--- src/sv/lbc_ram.sv ---
`timescale 1ns / 1ps
// ----------------------------------------------------------------------------
// Generic RAM
// One write port and one read port with registered read data.
// ----------------------------------------------------------------------------
module lbc_ram #(
   parameter int WIDTH = 8,
   parameter int DEPTH = 64
) (
   input  logic                     clock,
   input  logic                     wr_en,
   input  logic [$clog2(DEPTH)-1:0] wr_addr,
   input  logic [WIDTH-1:0]         wr_data,
   input  logic [$clog2(DEPTH)-1:0] rd_addr,
   output logic [WIDTH-1:0]         rd_data
);

   logic [WIDTH-1:0] mem_ff [DEPTH];
   logic [WIDTH-1:0] rd_data_ff;

   always_ff @(posedge clock) begin
      if (wr_en) begin
         mem_ff[wr_addr] <= wr_data;
      end
      rd_data_ff <= mem_ff[rd_addr];
   end

   assign rd_data = rd_data_ff;

endmodule
--- config.mk ---
export PLATFORM = sky130hd
export DESIGN_NAME = lbc_ram
export DESIGN_NICKNAME = d
export VERILOG_FILES = /design/src/sv/lbc_ram.sv
export SDC_FILE = /design/constraint.sdc
export NUM_CORES = 1
export LEC_CHECK = 0
export ABC_AREA = 1
export BUFFER_PORTS_ARGS = -buffer_cell sky130_fd_sc_hd__buf_4
export CAP_MARGIN = 20
export CORE_MARGIN = 2
export CORE_UTILIZATION = 60
export DETAILED_ROUTE_END_ITERATION = 16
export GPL_TIMING_DRIVEN = 0
export HOLD_SLACK_MARGIN = 0.08
export PLACE_DENSITY = 0.76
export SLEW_MARGIN = 20
export SYNTH_ARGS = -nofsm -noshare
export SYNTH_HDL_FRONTEND = slang
export SYNTH_SLANG_ARGS = --single-unit
--- constraint.sdc ---
create_clock -name clock -period 2.4 [get_ports clock]
set_input_delay 0.24 -clock clock [delete_from_list [all_inputs] [get_ports clock]]
set_output_delay 0.24 -clock clock [all_outputs]
set_load 0.05 [all_outputs]
==> results.py <==
metrics = {
    "run_status": {
        "status": "completed",
    },
    "synthesis": {
        "synth_area_per_cell_um2": 11.8,
        "synth_seq_cells": 520,
        "ys_types": 16,
        "synth-simple-area-share_pct": 23.2,
        "synth_area_mm2": 0.0213,
        "async_flop_share_pct": 0,
        "synth_edf_count": 512,
        "yosysSeqAreaShare_pct": 72.8,
        "yosys_warnings": 0,
        "synth_xor_area_share_pct": 0,
        "synth_compound_area_share_pct": 0,
        "synth_nets": 1827,
        "synth_mux_area_share_pct": 0,
        "ys.flop_type": "edfxtp_1",
        "synth_top_family_by_area": "simple AND/OR/NAND/NOR gates",
        "synth_fa_ha_area_share_pct": 0,
        "synthCells": 1805,
    },
    "grt": {
        "grt_usage_pct": 32.8,
        "grt_pass1_wl_um": 86200,
        "grt_overflow": 0,
        "grt_max_degree": 65,
        "met1_usage_pct": 47.1,
        "globalRouteMet3Util_pct": 6.53,
        "grt_pass1_vias": 13600,
        "grt_util_met2_pct": 50.2,
        "grt-busiest-layer": "met2",
        "grt_antenna_before_repair": 3,
    },
    "floorplan": {
        "core_area_mm2": 0.0353,
        "boundaryPins": 30,
        "num_rows": 69,
        "initial_core_util_pct": 60.4,
        "die_w_um": 193,
        "die_h_um": 193,
        "dieArea_mm2": 0.0371,
    },
    "drt": {
        "vias": 14800,
        "drt_iter0_drc": 2053,
        "drc_errors": 0,
        "drt_first_pass_iters": 6,
        "wl_per_cell_um": 24.9,
        "ant_nets": 0,
        "routed_wl_um": 59400,
        "viasPerCell": 6.19,
    },
    "timing": {
        "post-route-period-util_pct": 89.7,
        "tightestPinTransition_ps": 1040,
        "hold_violations": 0,
        "fin_crit_ps": 2150,
        "max_freq_ghz": 0.465,
        "rsz0062_at_grt": "no",
        "slew_violations": 0,
        "setup_viol": 0,
        "slew_headroom_pct": 30.2,
        "layout_setup_ws_ps": 248,
        "finClkSkew_ps": 17.5,
    },
    "pwr": {
        "p_total_uw": 19400,
        "vdd_ir_drop_max_mv": 0.612,
        "p_switching_uw": 4340,
        "intPower_uw": 15100,
        "pwr-share-seq_pct": 51.9,
        "powerDensity_mw_per_mm2": 815,
        "sw_frac_of_total_pct": 22.4,
        "pwr-share-clk_pct": 40.9,
        "power_frac_comb_pct": 7.2,
        "power.leakage_uw": 0.00866,
    },
    "worst_setup_path": {
        "cp.required_ps": 2590,
        "path_buf_inv": 2,
        "slowest_stage": "nor2_1",
        "cp_top_family": "simple AND/OR/NAND/NOR gates",
        "ff2ff_path_depth": 8,
        "crit_path_start_kind": "input pin",
        "worstSetupPathType": "in2reg",
        "crit_start": "wr_addr[0]",
        "end_kind": "register",
        "rr_startpoint": "mem_ff[37][2]$_DFFE_PP_",
        "crit_fanout": 9,
        "cp_data_arrival_time_ps": 2340,
        "path_cells": "clkbuf_1, inv_1, nand4_1, nor2_1",
        "slowest_delay_ps": 960,
        "cp.depth": 4,
    },
    "clock_tree": {
        "holdBufCountCts": 0,
        "postCtsSetupBuffers": 0,
        "cts_root_buf": "clkbuf_16",
        "clkLatencyLatePin_ps": 570,
        "clk_path_buf_depth": 3,
        "clkTransAtPathRegs_ps": 60,
        "clock_sinks": 520,
        "htreeDepth": 2,
        "numCtsBuffers": 51,
        "cts_tree": "done",
        "cts_resized": 0,
    },
    "layout": {
        "fin_nets": 1909,
        "area_delta_synth_final_pct": 11.6,
        "drive_gt1_share_pct": 10.2,
    },
    "placement": {
        "gp_congestion": 0.953,
        "io_buffers": 21,
        "dpl_worst_slack_ps": -249,
        "dp_hpwl_um": 39400,
    },
    "min_path": {
        "min_from": "rd_addr[5]",
        "hold_class": "in2reg",
        "holdPathStages": 3,
    },
    "run": {
        "drv_cap": 0,
    },
}
layer usage:
metal | part of all wire, % | wire length [µm] | up-vias
met5 | 0.042 | 25 | -
met1 | 39 | 22900 | 7145
li1 | - | - | 6519
met2 | 46 | 27300 | 974
met4 | 3.5 | 2090 | 4
met3 | 12 | 7020 | 145
path summary, 6_finish.rpt:
kind                                                 to  slack, ps
worst max-delay path            mem_ff[26][3]$_DFFE_PP_        250
worst min-delay path                 rd_data[1]$_DFF_P_        210
worst max register to register       rd_data[2]$_DFF_P_        930
worst min register to register       rd_data[1]$_DFF_P_        880
power groups by stage:
stage	logic, µW	clock network [µW]	registers (µW)
2_1_floorplan	706	0	10300
3_3_place_gp	1340	0	10300
3_5_place_dp	1370	0	10300
4_1_cts	1370	7950	10100
5_1_grt	1490	8330	10100
6_report	1400	7950	10100
area by class of cell:
class                           instances  area, µm²
Clock buffer                           69       1380
Multi-Input combinational cell       1160       5000
Inverter                               12       50.0
Sequential cell                       520      15500
Timing Repair Buffer                   29        203
Tap cell                              461        577
Fill cell                            2543      11500
Clock inverter                         24        267
Buffer                                113        808
Antenna cell                            1       2.50
cells by family (layout without fill, tap and decap cells):
logic type	count (synthesis)	count (layout)
DFF	520	520
and+or+nand+nor	1160	1160
buffers and inverters	125	247
other	0	1
worst register-to-register path, delay by kind of cell (launching register included):
| family | cells | cell delay, ps |
|---|---|---|
| AND/OR/NAND/NOR | 8 | 950 |
| flip-flops | 1 | 380 |
through the flow:
step / instances / util, % / area (µm²) / TNS [ps] / hold WS (ps)
CTS: 2388 / 67.5 / 23800 / 0 / 174
finish: 2389 / 67.5 / 23800 / 0 / 214
global placement: 2287 / 62.5 / 22100 / -20120 / 690
global route: 2389 / 67.5 / 23800 / 0 / 232
detailed placement: 2295 / 62.8 / 22200 / -44830 / 691
floorplan: 1805 / - / 21300 / 0 / 339
placed cells by master (no fill, tap or decap):
master,synthesis,final
edfxtp_1,512,512
inv_2,1,1
inv_1,10,10
nor2_1,56,56
buf_6,35,35
nor4_2,0,8
clkbuf_1,15,29
clkbuf_8,0,4
buf_8,2,2
bufinv_16,0,6
inv_6,1,2
nand3_1,439,439
buf_4,14,37
clkbuf_16,0,51
buf_2,37,43
clkinv_2,0,5
nand2_1,648,648
dfxtp_1,8,8
diode_2,0,1
clkinvlp_4,0,2
clkinv_1,0,10
nand4_1,9,9
buf_1,10,10
flip-flops by register name (all words and copies together), names as in the netlist:
name / flops
rd_data: 8
mem_ff: 512
synth_stat cells (2+ instances only):
cell	count	area share (%)
buf_8	2	0.14
buf_6	35	1.8
nand3_1	439	10
edfxtp_1	512	72
buf_1	10	0.18
nor4_1	8	0.23
buf_4	14	0.49
nand2_1	648	11
nor2_1	56	0.99
buf_2	37	0.87
clkbuf_1	15	0.26
inv_1	10	0.18
nand4_1	9	0.26
dfxtp_1	8	0.75
Power figures use the tool's default switching activity.
